## config.mk

```make
export PLATFORM = sky130hd
export DESIGN_NAME = keyvalues_text_tokenizer_core
export DESIGN_NICKNAME = d
export VERILOG_FILES = /design/src/rtl/kvt_pkg.sv /design/src/rtl/kvt_front.sv /design/src/rtl/kvt_back.sv /design/src/rtl/keyvalues_text_tokenizer_core.sv
export VERILOG_INCLUDE_DIRS = /design/src /design/src/rtl
export SDC_FILE = /design/constraint.sdc
export NUM_CORES = 1
export LEC_CHECK = 0
export BUFFER_PORTS_ARGS = -buffer_cell sky130_fd_sc_hd__buf_2
export CORE_ASPECT_RATIO = 1.75
export CORE_MARGIN = 1
export CORE_UTILIZATION = 56
export DETAILED_ROUTE_END_ITERATION = 7
export PLACE_DENSITY = 0.73
export REMOVE_ABC_BUFFERS = 1
export SETUP_SLACK_MARGIN = 0.05
export SLEW_MARGIN = 10
export SYNTH_ARGS = -nofsm -noshare
export SYNTH_HDL_FRONTEND = slang
export SYNTH_SLANG_ARGS = --single-unit
```

## constraint.sdc

```tcl
create_clock -name aclk -period 11 [get_ports aclk]
set_clock_uncertainty 0.2 [all_clocks]
set_input_delay 2.75 -clock aclk [delete_from_list [all_inputs] [get_ports aclk]]
set_output_delay 2.75 -clock aclk [all_outputs]
set_load 0.03 [all_outputs]
```

## src/rtl/keyvalues_text_tokenizer_core_macros.svh

```systemverilog
// ---------------------------------------------------------------------------
// Assertion macros for the key/value tokenizer
// ---------------------------------------------------------------------------
`ifndef KEYVALUES_TEXT_TOKENIZER_CORE_MACROS_SVH
`define KEYVALUES_TEXT_TOKENIZER_CORE_MACROS_SVH
`ifndef ASSERT_OFF
`define KVT_ASSERT_IMP(label, clk, rstn, ante, cons) \
    label: assert property (@(posedge clk) disable iff (!rstn) (ante) |-> (cons)) \
        else $error("assertion failed");
`define KVT_ASSERT_NXT(label, clk, rstn, ante, cons) \
    label: assert property (@(posedge clk) disable iff (!rstn) (ante) |=> (cons)) \
        else $error("assertion failed");
`else
`define KVT_ASSERT_IMP(label, clk, rstn, ante, cons)
`define KVT_ASSERT_NXT(label, clk, rstn, ante, cons)
`endif
`endif

```

## src/rtl/kvt_pkg.sv

```systemverilog
// ---------------------------------------------------------------------------
// kvt_pkg
// Shared types and constants of the key/value text tokenizer.
// ---------------------------------------------------------------------------
`default_nettype none
package kvt_pkg;
    localparam int TOKEN_MAX_DEF = 512;
    localparam int NEST_MAX_DEF  = 255;

    typedef enum logic [3:0] {
        S_OK, S_OK_SL, S_ID, S_ID_SL, S_IDQ, S_SEP, S_SEP_SL, S_CSEP, S_CSEP_SL,
        S_CPRE, S_VAL, S_VAL_SL, S_VALQ, S_AFTER, S_AFTER_SL, S_CSUF
    } gstate_t;

    typedef enum logic [2:0] {
        EV_BYTE = 3'd0, EV_TEND = 3'd1, EV_NOPEN = 3'd2, EV_NCLOSE = 3'd3,
        EV_DONE = 3'd4, EV_ERR = 3'd5
    } event_t;

    localparam logic [2:0] TK_ID = 3'd0, TK_IDQ = 3'd1, TK_VAL = 3'd2,
                           TK_VALQ = 3'd3, TK_PRE = 3'd4, TK_SUF = 3'd5;

    localparam logic [4:0] E_MACRO = 5'd0, E_OPEN_KEY = 5'd1, E_CLOSE_MANY = 5'd2,
        E_CLOSE_UNEXP = 5'd3, E_BRACKET_UNEXP = 5'd4, E_QUOTE_UNEXP = 5'd5,
        E_COND_WS = 5'd6, E_COND_BRACKET = 5'd7, E_COND_BRACE = 5'd8,
        E_COND_SLASH = 5'd9, E_KEY_BRACKET = 5'd10, E_PRE_BRACKET = 5'd11,
        E_PRE_STRING = 5'd12, E_VAL_BRACE = 5'd13, E_TOO_LONG = 5'd14,
        E_EOF = 5'd15, E_NEST = 5'd16;

    localparam logic [7:0] C_LBRACE = 8'h7B, C_RBRACE = 8'h7D, C_LBRACK = 8'h5B,
        C_RBRACK = 8'h5D, C_QUOTE = 8'h22, C_SLASH = 8'h2F, C_HASH = 8'h23,
        C_NL = 8'h0A, C_TAB = 8'h09, C_CR = 8'h0D, C_SP = 8'h20;

    typedef struct packed {
        logic [2:0]  ev;
        logic [2:0]  tk;
        logic [7:0]  b;
        logic [4:0]  err;
        logic [15:0] line;
        logic [15:0] col;
        logic        last;
    } res_t;

    // classified request handed from front to back
    typedef struct packed {
        logic   two;
        res_t   r0;
        res_t   r1;
    } pair_t;
endpackage
`default_nettype wire

```

## src/rtl/kvt_front.sv

```systemverilog
// ---------------------------------------------------------------------------
// kvt_front
// Grammar state machine: classifies one request per cycle into 0..2 results.
// ---------------------------------------------------------------------------
`default_nettype none
module kvt_front import kvt_pkg::*; #(
    parameter int TOKEN_MAX = TOKEN_MAX_DEF,
    parameter int NEST_MAX  = NEST_MAX_DEF
) (
    input  wire logic       aclk,
    input  wire logic       aresetn,
    input  wire logic       in_valid,
    input  wire logic [7:0] in_byte,
    input  wire logic       in_end,
    output pair_t           pr,
    output logic            pr_cnt_nz
);
    gstate_t     st_reg, st_next;
    logic        cm_reg, cm_next;
    logic [7:0]  nl_reg, nl_next;
    logic [9:0]  tl_reg, tl_next;
    logic [15:0] ln_reg, ln_next, co_reg, co_next;
    logic        f_reg, f_next;
    logic [4:0]  fc_reg, fc_next;

    res_t r [2];
    logic [1:0] n;

    always_ff @(posedge aclk) begin
        if (!aresetn) begin
            st_reg <= S_OK; cm_reg <= 1'b0; nl_reg <= '0; tl_reg <= '0;
            ln_reg <= 16'd1; co_reg <= '0; f_reg <= 1'b0; fc_reg <= '0;
        end else if (in_valid) begin
            st_reg <= st_next; cm_reg <= cm_next; nl_reg <= nl_next; tl_reg <= tl_next;
            ln_reg <= ln_next; co_reg <= co_next; f_reg <= f_next; fc_reg <= fc_next;
        end
    end

    always_comb begin
        logic ws;
        logic [7:0] c;
        c = in_byte;
        ws = (c == C_SP) || (c == C_TAB) || (c == C_NL) || (c == C_CR);
        st_next = st_reg; cm_next = cm_reg; nl_next = nl_reg; tl_next = tl_reg;
        ln_next = ln_reg; co_next = co_reg; f_next = f_reg; fc_next = fc_reg;
        n = 2'd0;
        r[0] = '0; r[1] = '0;

        if (f_reg) begin
            r[0].ev = EV_ERR; r[0].err = fc_reg; r[0].line = ln_reg; r[0].col = co_reg;
            n = 2'd1;
        end else if (in_end) begin
            r[0].line = ln_reg; r[0].col = co_reg; n = 2'd1;
            if (st_reg != S_OK && st_reg != S_AFTER) begin
                r[0].ev = EV_ERR; r[0].err = E_EOF; f_next = 1'b1; fc_next = E_EOF;
            end else if (nl_reg != 8'd0) begin
                r[0].ev = EV_ERR; r[0].err = E_NEST; f_next = 1'b1; fc_next = E_NEST;
            end else begin
                r[0].ev = EV_DONE;
            end
        end else begin
            if (c == C_NL) begin
                if (ln_reg != 16'hFFFF) ln_next = ln_reg + 16'd1;
                co_next = '0;
            end else if (co_reg != 16'hFFFF) begin
                co_next = co_reg + 16'd1;
            end
            if (cm_reg) begin
                if (c == C_NL) cm_next = 1'b0;
            end else begin
                // ops: sequence of micro actions, processed in order
                logic [2:0] tk;
                logic do_e1, do_e2, do_end, do_open, do_close, do_fail;
                logic [7:0] b1;
                logic [4:0] fcode;
                logic [2:0] etk;
                tk = TK_ID; etk = TK_ID; b1 = c; fcode = '0;
                do_e1 = 0; do_e2 = 0; do_end = 0; do_open = 0; do_close = 0; do_fail = 0;
                case (st_reg)
                    S_OK, S_AFTER: begin
                        if (ws) st_next = S_OK;
                        else if (st_reg == S_AFTER && c == C_LBRACK) st_next = S_CSUF;
                        else if (st_reg == S_AFTER && c == C_SLASH) st_next = S_AFTER_SL;
                        else case (c)
                            C_HASH: begin do_fail = 1; fcode = E_MACRO; end
                            C_LBRACE: begin do_fail = 1; fcode = E_OPEN_KEY; end
                            C_RBRACE: begin do_close = 1; st_next = S_OK; end
                            C_QUOTE: st_next = S_IDQ;
                            C_SLASH: st_next = S_OK_SL;
                            C_LBRACK, C_RBRACK: begin do_fail = 1; fcode = E_KEY_BRACKET; end
                            default: begin do_e2 = 1; tk = TK_ID; st_next = S_ID; end
                        endcase
                        if (st_reg == S_AFTER && ws) st_next = S_AFTER;
                    end
                    S_OK_SL, S_AFTER_SL, S_SEP_SL, S_ID_SL, S_VAL_SL: begin
                        tk = (st_reg == S_SEP_SL || st_reg == S_VAL_SL) ? TK_VAL : TK_ID;
                        if (c == C_SLASH) begin
                            cm_next = 1'b1;
                            case (st_reg)
                                S_OK_SL: st_next = S_OK;
                                S_AFTER_SL: st_next = S_AFTER;
                                S_SEP_SL: st_next = S_SEP;
                                S_ID_SL: begin do_end = 1; etk = TK_ID; st_next = S_SEP; end
                                default: begin do_end = 1; etk = TK_VAL; st_next = S_AFTER; end
                            endcase
                        end else begin
                            do_e1 = 1; do_e2 = 1;
                            st_next = (tk == TK_VAL) ? S_VAL : S_ID;
                        end
                    end
                    S_ID: begin
                        if (ws) begin do_end = 1; etk = TK_ID; st_next = S_SEP; end
                        else case (c)
                            C_LBRACE: begin do_end = 1; etk = TK_ID; do_open = 1; end
                            C_LBRACK: begin do_end = 1; etk = TK_ID; st_next = S_CPRE; end
                            C_RBRACE: begin do_fail = 1; fcode = E_CLOSE_UNEXP; end
                            C_RBRACK: begin do_fail = 1; fcode = E_BRACKET_UNEXP; end
                            C_QUOTE: begin do_fail = 1; fcode = E_QUOTE_UNEXP; end
                            C_SLASH: st_next = S_ID_SL;
                            default: begin do_e2 = 1; tk = TK_ID; end
                        endcase
                    end
                    S_IDQ, S_VALQ: begin
                        etk = (st_reg == S_IDQ) ? TK_IDQ : TK_VALQ;
                        if (c == C_QUOTE) begin
                            do_end = 1; st_next = (st_reg == S_IDQ) ? S_SEP : S_AFTER;
                        end else begin do_e2 = 1; tk = etk; end
                    end
                    S_SEP: begin
                        if (!ws) case (c)
                            C_LBRACE: do_open = 1;
                            C_LBRACK: st_next = S_CPRE;
                            C_QUOTE: st_next = S_VALQ;
                            C_RBRACE: begin do_fail = 1; fcode = E_CLOSE_UNEXP; end
                            C_RBRACK: begin do_fail = 1; fcode = E_BRACKET_UNEXP; end
                            C_SLASH: st_next = S_SEP_SL;
                            default: begin do_e2 = 1; tk = TK_VAL; st_next = S_VAL; end
                        endcase
                    end
                    S_CPRE, S_CSUF: begin
                        etk = (st_reg == S_CPRE) ? TK_PRE : TK_SUF;
                        if (ws) begin do_fail = 1; fcode = E_COND_WS; end
                        else case (c)
                            C_LBRACK: begin do_fail = 1; fcode = E_COND_BRACKET; end
                            C_LBRACE, C_RBRACE: begin do_fail = 1; fcode = E_COND_BRACE; end
                            C_SLASH: begin do_fail = 1; fcode = E_COND_SLASH; end
                            C_RBRACK: begin
                                do_end = 1; st_next = (st_reg == S_CPRE) ? S_CSEP : S_OK;
                            end
                            default: begin do_e2 = 1; tk = etk; end
                        endcase
                    end
                    S_CSEP: begin
                        if (!ws) case (c)
                            C_LBRACE: do_open = 1;
                            C_RBRACE: begin do_fail = 1; fcode = E_CLOSE_UNEXP; end
                            C_LBRACK: begin do_fail = 1; fcode = E_PRE_BRACKET; end
                            C_RBRACK: begin do_fail = 1; fcode = E_BRACKET_UNEXP; end
                            C_SLASH: st_next = S_CSEP_SL;
                            default: begin do_fail = 1; fcode = E_PRE_STRING; end
                        endcase
                    end
                    S_CSEP_SL: begin
                        if (c == C_SLASH) begin cm_next = 1'b1; st_next = S_CSEP; end
                        else begin do_fail = 1; fcode = E_PRE_STRING; end
                    end
                    S_VAL: begin
                        etk = TK_VAL;
                        if (ws) begin do_end = 1; st_next = S_AFTER; end
                        else case (c)
                            C_LBRACE: begin do_fail = 1; fcode = E_VAL_BRACE; end
                            C_RBRACK: begin do_fail = 1; fcode = E_BRACKET_UNEXP; end
                            C_QUOTE: begin do_fail = 1; fcode = E_QUOTE_UNEXP; end
                            C_RBRACE: begin do_end = 1; do_close = 1; st_next = S_AFTER; end
                            C_LBRACK: begin do_end = 1; st_next = S_CSUF; end
                            C_SLASH: st_next = S_VAL_SL;
                            default: begin do_e2 = 1; tk = TK_VAL; end
                        endcase
                    end
                    default: ;
                endcase

                // execute in order: emit '/', emit c | tok_end, open/close, fail
                if (do_e1) begin
                    if (tl_next >= 10'(TOKEN_MAX)) begin
                        do_e2 = 0; do_fail = 1; fcode = E_TOO_LONG;
                    end else begin
                        r[n[0]] = '0; r[n[0]].ev = EV_BYTE; r[n[0]].tk = tk;
                        r[n[0]].b = C_SLASH;
                        n = n + 2'd1; tl_next = tl_next + 10'd1;
                    end
                end
                if (do_e2) begin
                    if (tl_next >= 10'(TOKEN_MAX)) begin
                        do_fail = 1; fcode = E_TOO_LONG;
                    end else begin
                        r[n[0]] = '0; r[n[0]].ev = EV_BYTE; r[n[0]].tk = tk; r[n[0]].b = b1;
                        n = n + 2'd1; tl_next = tl_next + 10'd1;
                    end
                end
                if (do_end) begin
                    r[n[0]] = '0; r[n[0]].ev = EV_TEND; r[n[0]].tk = etk;
                    n = n + 2'd1; tl_next = '0;
                end
                if (do_open) begin
                    if (nl_reg >= 8'(NEST_MAX)) begin do_fail = 1; fcode = E_NEST; end
                    else begin
                        nl_next = nl_reg + 8'd1; st_next = S_OK;
                        r[n[0]] = '0; r[n[0]].ev = EV_NOPEN; r[n[0]].b = C_LBRACE;
                        n = n + 2'd1;
                    end
                end
                if (do_close) begin
                    if (nl_reg == 8'd0) begin
                        do_fail = 1; fcode = E_CLOSE_MANY; st_next = st_reg;
                        if (st_reg == S_VAL) st_next = S_VAL;
                    end else begin
                        nl_next = nl_reg - 8'd1;
                        r[n[0]] = '0; r[n[0]].ev = EV_NCLOSE; r[n[0]].b = C_RBRACE;
                        n = n + 2'd1;
                    end
                end
                if (do_fail) begin
                    f_next = 1'b1; fc_next = fcode;
                    r[n[0]] = '0; r[n[0]].ev = EV_ERR; r[n[0]].err = fcode;
                    n = n + 2'd1;
                end
            end
            r[0].line = ln_next; r[0].col = co_next;
            r[1].line = ln_next; r[1].col = co_next;
        end
        if (n == 2'd2) r[1].last = 1'b1;
        else r[0].last = 1'b1;
        pr.two = (n == 2'd2);
        pr.r0 = r[0];
        pr.r1 = r[1];
        pr_cnt_nz = (n != 2'd0);
    end
endmodule
`default_nettype wire

```

## src/rtl/kvt_back.sv

```systemverilog
// ---------------------------------------------------------------------------
// kvt_back
// Result queue: stores results and drains them one per cycle while out_ready is high.
// ---------------------------------------------------------------------------
`default_nettype none
`include "keyvalues_text_tokenizer_core_macros.svh"
module kvt_back import kvt_pkg::*; (
    input  wire logic  aclk,
    input  wire logic  aresetn,
    input  wire logic  push,
    input  wire logic  push_nz,
    input  wire pair_t pr,
    output logic       room,
    output logic       out_valid,
    input  wire logic  out_ready,
    output res_t       out_res
);
    localparam int DEPTH = 4;
    res_t       mem [DEPTH];
    logic [1:0] wp_reg, rp_reg;
    logic [2:0] cnt_reg, cnt_next;
    logic       pop;
    logic [1:0] nin;

    assign pop = out_valid && out_ready;
    assign nin = !(push && push_nz) ? 2'd0 : (pr.two ? 2'd2 : 2'd1);
    assign cnt_next = cnt_reg + 3'(nin) - 3'(pop);
    assign room = (cnt_reg <= 3'd2);
    assign out_valid = (cnt_reg != 3'd0);
    assign out_res = mem[rp_reg];

    always_ff @(posedge aclk) begin
        if (!aresetn) begin
            wp_reg <= '0; rp_reg <= '0; cnt_reg <= '0;
        end else begin
            wp_reg <= wp_reg + nin;
            rp_reg <= rp_reg + 2'(pop);
            cnt_reg <= cnt_next;
        end
    end

    always_ff @(posedge aclk) begin
        if (nin != 2'd0) mem[wp_reg] <= pr.r0;
        if (nin == 2'd2) mem[wp_reg + 2'd1] <= pr.r1;
    end

    `KVT_ASSERT_IMP(a_no_overflow, aclk, aresetn, 1'b1, cnt_reg <= 3'(DEPTH))
    `KVT_ASSERT_IMP(a_push_room, aclk, aresetn, push, room)
    `KVT_ASSERT_NXT(a_cnt_track, aclk, aresetn, pop && nin == 2'd0, cnt_reg == $past(cnt_reg) - 3'd1)
endmodule
`default_nettype wire

```

## src/rtl/keyvalues_text_tokenizer_core.sv

```systemverilog
// Latency: with the result queue empty, a request's first result is offered the cycle after it is accepted.
// Throughput: one request per cycle while the result queue has room; a request yields up
// to two results and the output drains one per cycle while m_tready is high, so a long
// run of two-result requests halves it. The four-entry result queue sets that figure.
// Reset: synchronous, active low; grammar at key level, line 1, column 0.
// ---------------------------------------------------------------------------
// keyvalues_text_tokenizer_core
// Streaming key/value text tokenizer: grammar front end and result queue.
// ---------------------------------------------------------------------------
`default_nettype none
module keyvalues_text_tokenizer_core import kvt_pkg::*; #(
    parameter int TOKEN_MAX = TOKEN_MAX_DEF,
    parameter int NEST_MAX  = NEST_MAX_DEF
) (
    input  wire logic        aclk,
    input  wire logic        aresetn,
    input  wire logic        s_tvalid,
    output logic             s_tready,
    input  wire logic [7:0]  s_tdata,   // text_byte
    input  wire logic        s_tlast,   // end_of_input
    output logic             m_tvalid,
    input  wire logic        m_tready,
    output logic [47:0]      m_tdata,   // out_byte, error_code, line_at, column_at,
                                        // zero pad
    output logic [5:0]       m_tuser,   // event_kind, token_kind
    output logic             m_tlast    // last_of_item
);
    pair_t pr;
    logic  nz, room, acc;
    res_t  o;

    assign s_tready = room;
    assign acc = s_tvalid && s_tready;

    kvt_front #(.TOKEN_MAX(TOKEN_MAX), .NEST_MAX(NEST_MAX)) u_front (
        .aclk(aclk), .aresetn(aresetn), .in_valid(acc), .in_byte(s_tdata),
        .in_end(s_tlast), .pr(pr), .pr_cnt_nz(nz)
    );

    kvt_back u_back (
        .aclk(aclk), .aresetn(aresetn), .push(acc), .push_nz(nz), .pr(pr),
        .room(room), .out_valid(m_tvalid), .out_ready(m_tready), .out_res(o)
    );

    assign m_tdata = {3'd0, o.col, o.line, o.err, o.b};
    assign m_tuser = {o.tk, o.ev};
    assign m_tlast = o.last;
endmodule
`default_nettype wire

```

Word-level counts from Yosys, hierarchy flattened
Memories as Yosys holds them, arrays and structs flattened. A register that Yosys moved wholly into a read port is not among the register bits.
Index checks and enable logic that the tools add are counted.
{ "word_totals": {"ff_bits": 68, "ram_bits": 208, "in_bits": 13, "out_inout_bits": 57, "word_cells": 450, "mem_count": 1} }
{ "op_classes": {"n_addsub": 16, "magnitude_cmp": 14, "eq_ne": 35, "muxes": 302, "n_bitwise": 18, "n_reduce_logical": 53} }
{ "mem_list": {"columns": ["memory", "depth", "width", "rd", "rd_ports_with_merged_regs", "write_ports", "line_no", "source"], "rows": [
  ["u_back.mem", 4, 52, 1, 1, 2, "kvt_back.sv:19", "res_t mem [DEPTH];"]
]} }
{ "ops": {"columns": ["operator", "count"], "rows": [
  ["two-way mux 104 bit", 21],
  ["bitwise mux 104 bit", 11],
  ["demux 52 bit (select 1 bit)", 16],
  ["two-way mux 52 bit", 14],
  ["AND 104 bit", 5],
  ["inverter 104 bit", 5],
  ["two-way mux 49 bit", 3],
  ["two-way mux 5 bit", 29],
  ["two-way mux 46 bit", 3],
  ["two-way mux 53 bit", 2],
  ["two-way mux 1 bit", 92],
  ["two-way mux 4 bit", 22],
  ["two-way mux 10 bit", 8],
  ["two-way mux 37 bit", 2],
  ["two-way mux 2 bit", 34],
  ["two-way mux 16 bit", 4],
  ["case mux 4 bit (4 select lines)", 3],
  ["two-way mux 3 bit", 15],
  ["two-way mux 38 bit", 1],
  ["case mux 4 bit (3 select lines)", 3],
  ["case mux 4 bit (9 select lines)", 1],
  ["case mux 5 bit (7 select lines)", 1],
  ["adder 16 x 1 -> 16 bit (second input constant)", 2],
  ["== test 4 bit (second input constant)", 8],
  ["other kinds (54)", 133]
]} }

Logic depth before layout (Yosys ltp)
{ "logic_depth": {"ltp_word": 56, "depth_mapped": 23, "depth_no_buf": 21} }

Cells and area by module
From an unflattened synthesis, not the netlist that was laid out.
{ "hier_totals": {"hier_cells": 1567, "hier_area_um2": 17573.1} }
{ "modules_own_cells": {"columns": ["module", "instances", "cells_per_inst", "area_per_inst_um2", "seq_area_each_um2"], "rows": [
  ["kvt_back", 1, 552, 10642.7, 6386.1],
  ["kvt_front", 1, 1010, 6897.9, 1221.2],
  ["keyvalues_text_tokenizer_core", 1, 5, 32.5, 0.0]
]} }

Least setup slack after synthesis
No wires, ideal clock.
{ "synth_timing": {"path_type": "input-to-reg", "start": "input s_tdata[3]", "end": "memory u_back.mem[0][0] (netlist bit), enable pin", "setup_time_ns": 0.539, "arrival_time_ns": 10.085, "required_ns": 10.261, "setup_slack_ns": 0.176, "path_stages": 17, "n_path_buf": 2, "cell_sequence": "buf_2 and4b_1 buf_2 a22oi_1 nand2_1 nor3_1 nor3_2 nor2_1 o21ai_0 ha_1 ha_1 mux2i_1 xnor2_1 ha_1 o211ai_1 a22oi_1 o31ai_1"} }
{ "synth_rtl": {"columns": ["element", "line_no", "source"], "rows": [
  ["start, declared", "keyvalues_text_tokenizer_core.sv:19", "input wire logic [7:0] s_tdata,"],
  ["end, declared", "kvt_back.sv:19", null]
]} }

==> summary.md <==
| Metric | Value |
|---|---|
| Status | finished clean |
| Yosys top cell area share | 39.7% |
| CTS tree | built |
| CP Cell Sequence | buf_2, nor3_2, and3b_1, o21ai_0, and4_1, nor3_2, nor2_1, o21ai_0, ha_1, ha_1, mux2i_1, xnor2_1, ha_1, and3_1, nand4_4, o21ai_4, buf_4 |
| Final Hold Fails | 0 |
| Core area | 27,400 µm² |
| Final setup fails | 0 |
| Die width | 129 µm |
| Synth area leaders | edfxtp_1 40%, dfxtp_1 8.6%, mux4_2 7.4% |
| Setup crit start kind | primary input |
| Post-cts sizing count | 0 |
| Global Route Usage Sum | 28.5% |
| Number of global-route vias before repair | 11,600 |
| Reg clk slew, reported paths | 0.06 ns |
| Clock Path Buffers | 3 |
| Num CTS Buffers | 25 |
| Initial antenna violation count | 0 |
| Share of power burned in registers | 43.5% |
| Fraction of registers with async set/reset | 0% |
| Slew HR | a little over a quarter |
| Part of the power in the clock network | 27.4% |
| Critical path peak fanout | 24 |
| Clock sink total | approximately 280 |
| Lkg Pwr | 5.91 nW |
| Pwr Density | 181 nW/µm² |
| Slowest stage delay, CP | 0.62 ns |
| Register area share after synthesis | between 40% and 50% |
| CP Data Required Time | 10.99 ns |
| Worst hold path class | reg2reg |
| Number of synthesized flops with an enable pin | 208 |
| Layout cells sized above 1 | approximately 16% |
| HPWL after DPL | 28.7 mm |
| XOR/XNOR share of the synthesized area | 3.90% |
| Synth area leader | edfxtp_1 |
| First-pass DRT Iterations | 6 |
| Post-synthesis cell count | 1,467 |
| Average wire per standard cell | 21.7 µm |
| DR iter-0 viols | 877 |
| Total negative setup slack | 0 ns |
| Largest net degree at the start of global routing | 54 |
| Cell internal pwr | 0.00205 W |
| Fin crit share | 80.5% |
| Total die area | 28,800 µm² |
| Row cnt | 80 |
| Min Hold Slack | 0.270 ns |
| Kind of critical path | in2reg |
| Final Total Pwr | 0.00308 W |
| Diodes inserted | 0 |
| Post-synth top flop | edfxtp_1 |
| Worst slew pin tran | 1.09 ns |
| H-tree depth | 1 |
| Synth Area in Simple Gates | 16.1% |
| Fmax | 0.113 GHz |
| Sw Share | 33.4% |
| Complex-gate fraction of the synthesized area | 15.2% |
| Wire length of the first global-routing pass | 63.1 mm |
| Worst-Skew Late Latency | 0.53 ns |
| Maximum vdd drop | 0.123 mV |
| Vias | roughly 12,000 |
| CTS Hold Buffers Added | 0 |
| Clk Tree Root Cell | clkbuf_16 |
| Critical Path AT | between 8 and 9 ns |
| Starting Density | 57.4% |
| Nets@finish | 1,502 |
| Main combinational cell family by area after synthesis | simple AND/OR/NAND/NOR gates |
| Yosys cell types | between 90 and 100 |
| RSZ-0062 raised after global routing | false |
| Place WS | 1.71 ns |
| Post-DRT Antenna Nets | 0 |
| Mux share of post-synthesis cell area | 11.2% |
| Routed Wire Length | 40.2 mm |
| Slew Limit Fails | 0 |
| Synthesis-to-layout area growth | 8.26% |
| Post-Syn Area | 15,700 µm² |
| Top Ports | 70 |
| Largest register FFs | 208 |
| Synth warn | 0 |
| Net Sw Power | 0.00103 W |
| Most common cell on crit path | ha_1 |
| #FFs+latches synth | 276 |
| Setup ws final | 2.14 ns |
| Routability cong. | roughly 1.0 |
| Nature of the critical path endpoint | flip-flop |
| Port Buffers | 66 |
| Final core utilization | 62.1% |
| Crit-path slowest cell | and3b_1 |
| Most frequent cells in the layout | 208 x edfxtp_1, 149 x nand2_1, 102 x o21ai_0 |
| Overflow after GRT | 0 |
| Power share of the combinational group | 29.1% |
| Die height | between 200 and 250 µm |
| Vias/cell | 6.32 |
| Fin crit period | 8.86 ns |
| Drt drc | 0 |
| Commonest non-fill, non-tap cell in the layout | edfxtp_1 |
| Avg Cell Area, Syn | 10.7 µm² |
| Adder-Cell Fraction of Synth Area | 1.56% |
| Max_cap viols | 0 |
| Post-CTS Setup Bufs | 0 |
## path summary, 6_finish.rpt
path                                        from                        endpoint  slack [ns]  depth (start not counted)
hold / removal    u_front.fc_reg[2]$_SDFFE_PN0P_  u_front.fc_reg[2]$_SDFFE_PN0P_        0.27                          2
setup / recovery                      s_tdata[7]     u_back.mem[2][28]$_DFFE_PP_        2.14                         17
setup reg to reg  u_front.st_reg[0]$_SDFFE_PN0P_     u_back.mem[2][28]$_DFFE_PP_        4.08                         16
hold reg to reg   u_front.fc_reg[2]$_SDFFE_PN0P_  u_front.fc_reg[2]$_SDFFE_PN0P_        0.27                          2
## kinds of logic (layout without fill, tap and decap cells)
family	after synthesis	in the layout
simple gates	486	486
compound gates	366	366
flops	276	276
buf+inv	141	160
mux	108	108
xor+xnor	70	70
fa+ha+maj	19	19
other cells	1	3
## metal layers
layer  vias up  GRT usage (%)  wire (µm)
li1       5559              -          -
met4         0           15.2       2140
met5         -              0          0
met1      5721           30.0      14300
met2       343           54.3      22200
met3       116           3.03       1650
## power groups by stage
stage	Clock, W	Combinational [W]	Sequential, W
floorplan	0	0.000625	0.00138
global placement	0	0.000901	0.00136
detailed placement	0	0.000904	0.00137
CTS	0.000854	0.000906	0.00134
global route	0.000893	0.000959	0.00136
finish	0.000844	0.000897	0.00134
## per-stage QoR
stage,instances,instance area (µm²)
3_3_place_gp,1812,16300
2_1_floorplan,1356,15300
4_1_cts,1857,17000
6_report,1857,17000
5_1_grt,1857,17000
3_5_place_dp,1812,16300
## cell usage after synthesis (7+ instances only)
library cell / count
buf_4: 8
nand3_1: 40
o21ai_1: 19
a21o_1: 15
nand4_1: 17
buf_2: 15
a211oi_1: 8
clkbuf_1: 78
xnor2_1: 52
mux2i_1: 38
mux4_2: 52
o22ai_1: 9
nor3_1: 20
o21ai_0: 103
nor2_1: 104
a22oi_1: 7
xor2_1: 18
nand2_1: 149
o211ai_1: 10
mux2_2: 16
and2_1: 14
buf_1: 10
or3_1: 14
edfxtp_1: 208
o31ai_1: 29
or4_1: 8
ha_1: 18
nor3b_1: 9
a21oi_1: 80
a22o_1: 15
dfxtp_1: 68
inv_1: 25
nand2b_1: 19
and3_1: 18
nor4_1: 14
a31oi_1: 17
## worst max-delay path, delay by kind of cell
| family | cells | cell delay, ns |
|---|---|---|
| buffers and inverters | 2 | 0.62 |
| multiplexers | 1 | 0.34 |
| AO/OA/AOI/OAI | 3 | 0.86 |
| AND/OR/NAND/NOR | 7 | 2.98 |
| adder cells (fa/ha/maj) | 3 | 1.06 |
| XOR/XNOR | 1 | 0.19 |
## final cells by class
type,instances,area [µm²]
Clock buffer,32,652
Clock inverter,13,119
Fill cell,2291,10400
Inverter,28,105
Multi-Input combinational cell,1052,7600
Sequential cell,276,7610
Tap cell,369,462
Timing Repair Buffer,87,488
(Power assumes the default switching activity.)
